--- src/design/assert_macros.svh ---
// Assertion macros shared by the RTL. Defining ASSERT_OFF removes every check.
`ifndef ASSERT_MACROS_SVH
`define ASSERT_MACROS_SVH

`ifndef ASSERT_OFF

`define ASSERT_IMPLIES(label, clk, rst_n, cond, prop) \
    label: assert property (@(posedge clk) disable iff (!rst_n) (cond) |-> (prop)) \
        else $error("Assertion failed: implication does not hold.");

`define ASSERT_NEXT(label, clk, rst_n, cond, prop) \
    label: assert property (@(posedge clk) disable iff (!rst_n) (cond) |=> (prop)) \
        else $error("Assertion failed: next-cycle implication does not hold.");

`else

`define ASSERT_IMPLIES(label, clk, rst_n, cond, prop)

`define ASSERT_NEXT(label, clk, rst_n, cond, prop)

`endif

`endif

--- src/design/ev1527_pkg.sv ---
`default_nettype none

package ev1527_pkg;

    localparam int CODE_BITS = 24;
    localparam int CNT_W     = $clog2(CODE_BITS + 1);
    localparam int TIME_W    = 15;
    localparam int CFG_IDX_W = 3;
    localparam int IN_DATA_W = 32;
    localparam int OUT_DATA_W = ((CODE_BITS + 1 + 7) / 8) * 8;

    localparam logic [TIME_W-1:0] SHORT_MIN_RST = 15'd234;
    localparam logic [TIME_W-1:0] SHORT_MAX_RST = 15'd466;
    localparam logic [TIME_W-1:0] LONG_MIN_RST  = 15'd702;
    localparam logic [TIME_W-1:0] LONG_MAX_RST  = 15'd1398;
    localparam logic [TIME_W-1:0] SYNC_MIN_RST  = 15'd8750;

    typedef enum logic [CFG_IDX_W-1:0] {
        CFG_SHORT_MIN = 3'd0,
        CFG_SHORT_MAX = 3'd1,
        CFG_LONG_MIN  = 3'd2,
        CFG_LONG_MAX  = 3'd3,
        CFG_SYNC_MIN  = 3'd4
    } cfg_idx_t;

    // A symbol after classification, as it waits in the queue.
    typedef struct packed {
        logic first_level;
        logic is_short;
        logic is_long;
        logic is_sync;
        logic burst_end;
    } sym_t;

endpackage

`default_nettype wire

--- src/design/ev1527_classify.sv ---
`default_nettype none

module ev1527_classify
(
    input  wire logic                              clk,
    input  wire logic                              rst_n,
    input  wire logic                              cfg_we,
    input  wire logic [ev1527_pkg::CFG_IDX_W-1:0]  cfg_index,
    input  wire logic [ev1527_pkg::TIME_W-1:0]     cfg_data,
    input  wire logic                              first_level,
    input  wire logic [ev1527_pkg::TIME_W-1:0]     first_time,
    input  wire logic                              second_level,
    input  wire logic [ev1527_pkg::TIME_W-1:0]     second_time,
    input  wire logic                              burst_end,
    output ev1527_pkg::sym_t                       sym
);
    import ev1527_pkg::*;

    logic [TIME_W-1:0] short_min_reg, short_max_reg, long_min_reg, long_max_reg, sync_min_reg;
    logic              first_bad, second_bad;

    always_ff @(posedge clk or negedge rst_n)
    begin
        if (!rst_n)
        begin
            short_min_reg <= SHORT_MIN_RST;
            short_max_reg <= SHORT_MAX_RST;
            long_min_reg  <= LONG_MIN_RST;
            long_max_reg  <= LONG_MAX_RST;
            sync_min_reg  <= SYNC_MIN_RST;
        end
        else if (cfg_we)
        begin
            unique case (cfg_index)
                CFG_SHORT_MIN: short_min_reg <= cfg_data;
                CFG_SHORT_MAX: short_max_reg <= cfg_data;
                CFG_LONG_MIN:  long_min_reg  <= cfg_data;
                CFG_LONG_MAX:  long_max_reg  <= cfg_data;
                CFG_SYNC_MIN:  sync_min_reg  <= cfg_data;
                default:       ;
            endcase
        end
    end

    always_comb
    begin
        first_bad  = !first_level && (first_time < sync_min_reg);
        second_bad = !second_level && (second_time < sync_min_reg);
        sym.first_level = first_level;
        sym.is_short    = (first_time >= short_min_reg) && (first_time <= short_max_reg);
        sym.is_long     = (first_time >= long_min_reg) && (first_time <= long_max_reg);
        sym.is_sync     = !first_bad && !second_bad;
        sym.burst_end   = burst_end;
    end

endmodule

`default_nettype wire

--- src/design/ev1527_queue.sv ---
`default_nettype none

module ev1527_queue
(
    input  wire logic        clk,
    input  wire logic        rst_n,
    input  wire logic        push,
    input  wire ev1527_pkg::sym_t push_data,
    output logic             not_full,
    input  wire logic        pop,
    output logic             not_empty,
    output ev1527_pkg::sym_t head
);
    import ev1527_pkg::*;

    sym_t       entry_reg [2];
    logic       wr_ptr_reg, wr_ptr_next;
    logic       rd_ptr_reg, rd_ptr_next;
    logic [1:0] count_reg, count_next;
    logic       do_push, do_pop;

    always_comb
    begin
        not_full  = (count_reg != 2'd2);
        not_empty = (count_reg != 2'd0);
        head      = entry_reg[rd_ptr_reg];
        do_push   = push && not_full;
        do_pop    = pop && not_empty;
        wr_ptr_next = do_push ? !wr_ptr_reg : wr_ptr_reg;
        rd_ptr_next = do_pop ? !rd_ptr_reg : rd_ptr_reg;
        count_next  = count_reg + 2'(do_push) - 2'(do_pop);
    end

    always_ff @(posedge clk or negedge rst_n)
    begin
        if (!rst_n)
        begin
            wr_ptr_reg <= 1'b0;
            rd_ptr_reg <= 1'b0;
            count_reg  <= 2'd0;
        end
        else
        begin
            wr_ptr_reg <= wr_ptr_next;
            rd_ptr_reg <= rd_ptr_next;
            count_reg  <= count_next;
        end
    end

    always_ff @(posedge clk)
    begin
        if (do_push)
        begin
            entry_reg[wr_ptr_reg] <= push_data;
        end
    end

endmodule

`default_nettype wire

--- src/design/ev1527_frame.sv ---
`default_nettype none

module ev1527_frame
(
    input  wire logic                               clk,
    input  wire logic                               rst_n,
    input  wire logic                               sym_valid,
    input  wire ev1527_pkg::sym_t                   sym,
    output logic                                    sym_pop,
    output logic                                    out_valid,
    input  wire logic                               out_ready,
    output logic [ev1527_pkg::CODE_BITS-1:0]        out_code,
    output logic                                    out_status
);
    import ev1527_pkg::*;

    typedef enum logic [2:0] {
        PH_HUNT    = 3'b001,
        PH_COLLECT = 3'b010,
        PH_DONE    = 3'b100
    } phase_t;

    phase_t                phase_reg, phase_next;
    logic [CODE_BITS-1:0]  code_reg, code_next;
    logic [CNT_W-1:0]      cnt_reg, cnt_next;
    logic [CNT_W-1:0]      cnt_inc;
    logic                  out_valid_reg, out_valid_next;
    logic [CODE_BITS-1:0]  out_code_reg, out_code_next;
    logic                  out_status_reg, out_status_next;
    logic                  bit_val, bit_ok, hunt_check, emit;

    always_comb
    begin
        sym_pop    = sym_valid && (!out_valid_reg || out_ready);
        bit_ok     = sym.is_short || sym.is_long;
        bit_val    = sym.is_short ? !sym.first_level : sym.first_level;
        cnt_inc    = cnt_reg + CNT_W'(1);
        phase_next = phase_reg;
        code_next  = code_reg;
        cnt_next   = cnt_reg;
        hunt_check = 1'b0;
        emit       = 1'b0;
        out_code_next   = out_code_reg;
        out_status_next = out_status_reg;

        if (sym_pop)
        begin
            unique case (phase_reg)
                PH_COLLECT:
                begin
                    if (bit_ok)
                    begin
                        code_next = (code_reg << 1) | CODE_BITS'(bit_val);
                        cnt_next  = cnt_inc;
                        if (cnt_inc >= CNT_W'(CODE_BITS))
                        begin
                            emit            = 1'b1;
                            out_code_next   = code_next;
                            out_status_next = 1'b0;
                            phase_next      = PH_DONE;
                        end
                    end
                    else
                    begin
                        // A bad bit drops the partial code; the symbol may still be a sync.
                        phase_next = PH_HUNT;
                        code_next  = '0;
                        cnt_next   = '0;
                        hunt_check = 1'b1;
                    end
                end
                PH_DONE: ;
                default: hunt_check = 1'b1;
            endcase

            if (hunt_check && sym.is_sync)
            begin
                phase_next = PH_COLLECT;
                code_next  = '0;
                cnt_next   = '0;
            end

            if (sym.burst_end)
            begin
                if (phase_next != PH_DONE)
                begin
                    emit            = 1'b1;
                    out_code_next   = '0;
                    out_status_next = 1'b1;
                end
                phase_next = PH_HUNT;
                code_next  = '0;
                cnt_next   = '0;
            end
        end

        if (emit)
        begin
            out_valid_next = 1'b1;
        end
        else if (out_ready)
        begin
            out_valid_next = 1'b0;
        end
        else
        begin
            out_valid_next = out_valid_reg;
        end

        out_valid  = out_valid_reg;
        out_code   = out_code_reg;
        out_status = out_status_reg;
    end

    always_ff @(posedge clk or negedge rst_n)
    begin
        if (!rst_n)
        begin
            phase_reg     <= PH_HUNT;
            code_reg      <= '0;
            cnt_reg       <= '0;
            out_valid_reg <= 1'b0;
        end
        else
        begin
            phase_reg     <= phase_next;
            code_reg      <= code_next;
            cnt_reg       <= cnt_next;
            out_valid_reg <= out_valid_next;
        end
    end

    always_ff @(posedge clk)
    begin
        out_code_reg   <= out_code_next;
        out_status_reg <= out_status_next;
    end

endmodule

`default_nettype wire

--- src/design/ev1527_pulse_width_decoder.sv ---
`default_nettype none
`include "assert_macros.svh"

// Pulse-width decoder for EV1527-style remote bursts. Each input item is one captured
// symbol; the item whose s_tlast is set closes a burst. The front classifies a symbol
// against the timing windows in the cycle it is accepted and parks it in a two-entry
// queue; the back walks the frame state and delivers at most one result per symbol
// into an output register. The block takes one symbol per cycle while its queue has
// room, and a result is presented on the master side at the edge where its symbol
// leaves the queue. Timing registers are written through cfg_we, cfg_index and cfg_data;
// the user must write them only while the block is idle; the block does not enforce it.
module ev1527_pulse_width_decoder
(
    input  wire logic                                 clk,
    input  wire logic                                 rst_n,
    input  wire logic                                 cfg_we,
    input  wire logic [ev1527_pkg::CFG_IDX_W-1:0]     cfg_index,
    input  wire logic [ev1527_pkg::TIME_W-1:0]        cfg_data,
    input  wire logic                                 s_tvalid,
    output logic                                      s_tready,
    // Fields from bit 0: first_level, first_time[14:0], second_level, second_time[14:0].
    input  wire logic [ev1527_pkg::IN_DATA_W-1:0]     s_tdata,
    input  wire logic                                 s_tlast,
    output logic                                      m_tvalid,
    input  wire logic                                 m_tready,
    // Fields from bit 0: code[23:0], status, then zero fill.
    output logic [ev1527_pkg::OUT_DATA_W-1:0]         m_tdata
);
    import ev1527_pkg::*;

    sym_t                 sym_in, sym_head;
    logic                 q_not_full, q_not_empty, q_pop;
    logic [CODE_BITS-1:0] res_code;
    logic                 res_status;

    ev1527_classify u_classify
    (
        .clk          (clk),
        .rst_n        (rst_n),
        .cfg_we       (cfg_we),
        .cfg_index    (cfg_index),
        .cfg_data     (cfg_data),
        .first_level  (s_tdata[0]),
        .first_time   (s_tdata[15:1]),
        .second_level (s_tdata[16]),
        .second_time  (s_tdata[31:17]),
        .burst_end    (s_tlast),
        .sym          (sym_in)
    );

    ev1527_queue u_queue
    (
        .clk       (clk),
        .rst_n     (rst_n),
        .push      (s_tvalid),
        .push_data (sym_in),
        .not_full  (q_not_full),
        .pop       (q_pop),
        .not_empty (q_not_empty),
        .head      (sym_head)
    );

    ev1527_frame u_frame
    (
        .clk        (clk),
        .rst_n      (rst_n),
        .sym_valid  (q_not_empty),
        .sym        (sym_head),
        .sym_pop    (q_pop),
        .out_valid  (m_tvalid),
        .out_ready  (m_tready),
        .out_code   (res_code),
        .out_status (res_status)
    );

    assign s_tready = q_not_full;
    assign m_tdata  = OUT_DATA_W'({res_status, res_code});

    `ASSERT_IMPLIES(a_status_zero_code, clk, rst_n, m_tvalid && res_status, res_code == '0)
    `ASSERT_IMPLIES(a_pop_only_when_free, clk, rst_n, q_pop, !m_tvalid || m_tready)
    `ASSERT_IMPLIES(a_stall_means_backlog, clk, rst_n, !s_tready, q_not_empty)
    `ASSERT_IMPLIES(a_pop_follows_backlog, clk, rst_n, q_not_empty && !m_tvalid, q_pop)
    `ASSERT_NEXT(a_result_held, clk, rst_n, m_tvalid && !m_tready, m_tvalid && $stable(m_tdata))

endmodule

`default_nettype wire

--- config.mk ---
export PLATFORM = sky130hd
export DESIGN_NAME = ev1527_pulse_width_decoder
export DESIGN_NICKNAME = d
export VERILOG_FILES = /design/src/design/ev1527_pkg.sv /design/src/design/ev1527_classify.sv /design/src/design/ev1527_queue.sv /design/src/design/ev1527_frame.sv /design/src/design/ev1527_pulse_width_decoder.sv
export VERILOG_INCLUDE_DIRS = /design/src /design/src/design
export SDC_FILE = /design/constraint.sdc
export NUM_CORES = 1
export LEC_CHECK = 0
export BUFFER_PORTS_ARGS = -buffer_cell sky130_fd_sc_hd__buf_4
export CELL_PAD_IN_SITES_DETAIL_PLACEMENT = 2
export CELL_PAD_IN_SITES_GLOBAL_PLACEMENT = 2
export CORE_AREA = 3 3 146 148
export DETAILED_ROUTE_END_ITERATION = 10
export DIE_AREA = 0 0 149 151
export PLACE_DENSITY_LB_ADDON = 0.08
export SLEW_MARGIN = 40
export SYNTH_ARGS = -nofsm -noshare
export SYNTH_HDL_FRONTEND = slang
export SYNTH_HIERARCHICAL = 1
export SYNTH_SLANG_ARGS = --single-unit
--- constraint.sdc ---
create_clock -name clk -period 7.2 [get_ports clk]
set_clock_uncertainty 0.1 [all_clocks]
set_input_delay 0.36 -clock clk [delete_from_list [all_inputs] [get_ports clk]]
set_output_delay 0.36 -clock clk [all_outputs]
set_load 0.03 [all_outputs]
Word level (Yosys, flattened, before mapping)
Memories as Yosys holds them, arrays and structs flattened.
Cells that the tools add are included.

word-level totals
  register bits = 136
  memory bits (writable) = 10
  bits of input ports = 56
  output and inout bits = 34
  word-level logic and storage cells = 101
  memories = 1

operators by class
  $add $sub $neg = 3
  magnitude comparators = 7
  eq/ne operators = 8
  mux-type cells = 38
  bitwise operators = 1
  reductions and logical operators = 29

memories
  memory             depth  bits a word  read ports  clocked after Yosys merged registers in  wr ports  line                source
  u_queue.entry_reg  2      5            1           0                                        1         ev1527_queue.sv:16  sym_t entry_reg [2];

operators with widths
  kind                   number
  $mux W24               5
  $mux W23               4
  $ge A15 B15 Y1         2
  $le A15 B15 Y1         2
  $lt A15 B15 Y1         2
  $or A24 B1 Y24         1
  $mux W5                4
  $mux W1                18
  $mux W3                6
  $reduce_and A2 Y1      6
  $eq A3 B2 Y1 const B   3
  $logic_and A1 B1 Y1    9
  $logic_not A1 Y1       8
  $eq A3 B3 Y1 const B   2
  $add A5 B1 Y5 const B  1
  $ge A5 B5 Y1 const B   1
  $reduce_bool A2 Y1     2
  $eq A3 B1 Y1 const B   1
  $logic_not A3 Y1       1
  $ne A3 B3 Y1 const B   1
  $reduce_bool A3 Y1     1
  $add A2 B1 Y2          1
  $logic_or A1 B1 Y1     2
  $ne A2 B2 Y1 const B   1
  2 further kinds        2

Logic depth before layout (Yosys ltp)
An unclocked memory read counts as a cell.

  depth after elaboration = 13
  mapped depth = 9
  gate-level depth less buffers = 8

By module
Netlist, hierarchy kept.

by module, submodules not included
  module                      instances  cells an instance  area an instance (µm²)  seq. area each (µm²)
  ev1527_classify             1          514                4,981.0                 1,914.3
  ev1527_frame                1          233                2,733.9                 1,552.7
  ev1527_queue                1          38                 583.1                   400.4
  ev1527_pulse_width_decoder  1          9                  63.8                    0.0

Worst setup path before layout
No wires, ideal clock.

  kind = reg2reg
  start = register u_queue.rd_ptr_reg
  end = register u_frame.out_status_reg (netlist: u_frame/out_status) (data pin)
  setup time = 0.254 ns
  arrival = 2.150 ns
  data required time = 6.846 ns
  setup slack = 4.696 ns
  cell stages (with the launch flop) = 9
  buffers on the path = 2
  clock period less this slack = 2.504 ns
  cells stage by stage = dfrtp_1 > clkbuf_1 > mux2_2 > o41a_1 > and2_1 > a211o_1 > and2_4 > buf_6 > a21o_1

RTL lines
  element                 line                 source
  from (decl)             ev1527_queue.sv:18   logic rd_ptr_reg, rd_ptr_next;
  from (signal assigned)  ev1527_queue.sv:45   rd_ptr_reg <= rd_ptr_next;
  to (signal assigned)    ev1527_frame.sv:136  out_status_reg <= out_status_next;
  to (decl)               ev1527_frame.sv:29   logic out_status_reg, out_status_next;

==> reports/metrics.cfg <==
[status]
outcome=finished clean

[setup_path]
crit_end=u_frame/out_status
r2r_cells=6
r2r-start=u_queue/rd_ptr_reg
regToRegSetupSlack_ps=4570
arrival_ps=2720
worstPathRequired_ps=7290
reg2reg_to=u_frame/out_status
critPathLaunchType=flop
critPathLaunch=u_queue/rd_ptr_reg
critPathKind=flop to flop
worst-path-max-fanout=24
end_kind=flop

[routing]
drt_iter0_markers=146
wire_per_inst_um=22.1
first_pass_iters=4
vias=6416
drc=0
wl_um=25500
via_per_inst=5.55
postRouteAntennaNets=0

[hold_path]
holdPathStages=1
min_path_type=input pin to flop

[power]
p_leak_nw=4.39
power-per-cell-area_nw_per_um2=349
ir_drop_mv=0.174

[global_route]
grt.met1_usage=0.261
grt-ovfl-total=0
busiest_layer=met2
use_met2=0.458
grt_antenna_before_repair=0
grtUsageMet3=0.0359
grt_pass1_vias=7467
grt_first_pass_wirelength_um=40900
grt_start_max_net_pins=60
grt_usage=0.236

[yosys]
synthTopCellsByCount=nand2_1, ha_1, dfrtp_1
ys_ff_latch=146
seq_area_frac_synth=0.463
synthCells=794
ys.flop_type=dfrtp_1
synth.most_common_cell=nand2_1
yosysTopAreaCell=dfrtp_1
ys_warn_count=6
syn_area_per_cell_um2=10.5
netlist-cell-type-count=62
synth_area_um2=8360
synthTopCellsByArea=dfrtp_1, ha_1, edfxtp_1, dfstp_2, nand2_1
synth_top_area_frac=0.239
synthArstFlopShare=0.760
synth_edf_count=35

[placement]
place_area_um2=9160
dp_slack_ps=4340
dp.cells=1122
dpl.hpwl_um=18400
port-buffer-count=82
gp_congestion=0.812

[layout]
finalNetCount=1020
fin_util=0.486
final_area_um2=9810
drive_gt1_frac=0.249
largest_reg_flops=24
area_growth_pct=17.3
multi_input_area_um2=3970
seq_area_um2=3870
final_cells=1156
fillerInstances=2072
n_antenna_cell=0

[die]
die_w_um=149
core_um2=20200
initial_utilization=0.415
num_rows=52
design.die.area_um2=22500
ios=90
die_y_um=151

[sta]
max_freq_ghz=0.380
min_period_ps=2630
rsz0062_at_grt=no
setup_violations=0
relSlewSlack=0.494
post-route-period-util=0.366
fin_ws_ps=4570
hold_viol=0
worst_slew_pin_slew_ps=759
finalMaxSlewViolations=0
fin_tns_setup_ps=0

[clock_network]
ctsRootBufferMaster=clkbuf_16
clkTransAtPathRegs_ps=60
cts_setup_buffers=0
h-tree-depth=4
cts-hold-fix-buffers=1
clk_latency_ps=430
clockBufferDepth=2
cts_resized=0
clock_sinks=146
cts_tree=built
cts_buffers=17

[run]
maxCapViolCount=0

[worst min-delay path by stage]
stage	start	end	slack (ps)
global placement	rst_n	u_classify/short_min_reg[4]	370
floorplan	rst_n	u_classify/long_max_reg[0]	-40
finish	s_tdata[0]	u_queue/entry_reg[1][4]	30
detailed placement	rst_n	u_classify/short_min_reg[4]	370
global route	s_tlast	u_queue/entry_reg[1][0]	20
CTS	s_tlast	u_queue/entry_reg[1][0]	6
[power breakdown]
part | internal [mW] | leakage [nW] | switching (mW)
clock network | 0.581 | 0.301 | 0.371
registers | 1.12 | 1.70 | 0.124
logic | 0.459 | 2.39 | 0.770
[layout make-up]
type | instances | share of cell area
clock buffers | 19 | 0.0441
flip-flops and latches | 146 | 0.394
clock inverters | 13 | 0.0190
well taps | 270 | 0.0344
multi-input cells | 540 | 0.405
inverters | 74 | 0.0283
repair buffers | 94 | 0.0745
[through the flow]
stage          hold WS [ps]  total power [mW]
3_3_place_gp            367              2.35
4_1_cts                6.32              3.45
5_1_grt                15.2              3.64
2_1_floorplan         -35.6              2.05
6_report               29.1              3.42
3_5_place_dp            369              2.46
[cells by family (layout without fill, tap and decap cells)]
group / Yosys count / count (layout) / synth area share
simple gates: 207 / 207 / 0.124
compound gates: 205 / 205 / 0.165
flops: 146 / 146 / 0.463
buf+inv: 114 / 200 / 0.0684
fa+ha+maj: 91 / 91 / 0.136
mux: 26 / 26 / 0.0395
xor+xnor: 4 / 4 / 0.00419
other cells: 1 / 7 / 0.000448
[worst max-delay path, cell delays in order, from the launching register on]
cell and delay (ps):
dfrtp_1 490, mux2_2 440, o41a_1 410, and2_1 160, a211o_1 310, and2_4 280, a21o_1 190
[cells in the final DEF (no fill, tap or decap), types with 5 or more instances in the layout]
master     netlist  routed
a21oi_1         36      36
a22o_1          28      28
ha_1            91      91
o21ai_2          6       6
inv_1           74      74
nand3_1         35      35
a21oi_2         20      20
mux2_4          10      10
nand2_1         93      93
a21o_1          16      16
clkbuf_16        0      17
conb_1           1       7
mux2_2          15      15
nand2b_1         9       9
o21ai_0         67      66
dfstp_2         31      31
buf_4           14      88
nand4_1         16      16
nor2_1          21      21
edfxtp_1        35      35
nor2b_1          5       5
dfrtp_1         80      80
[metal layers]
layer	part of all wire	wire (um)
met5	0	0
met4	0.020	499
met3	0.024	611
met1	0.39	10100
met2	0.56	14400
Note: power is estimated with default switching activity, not from simulation.
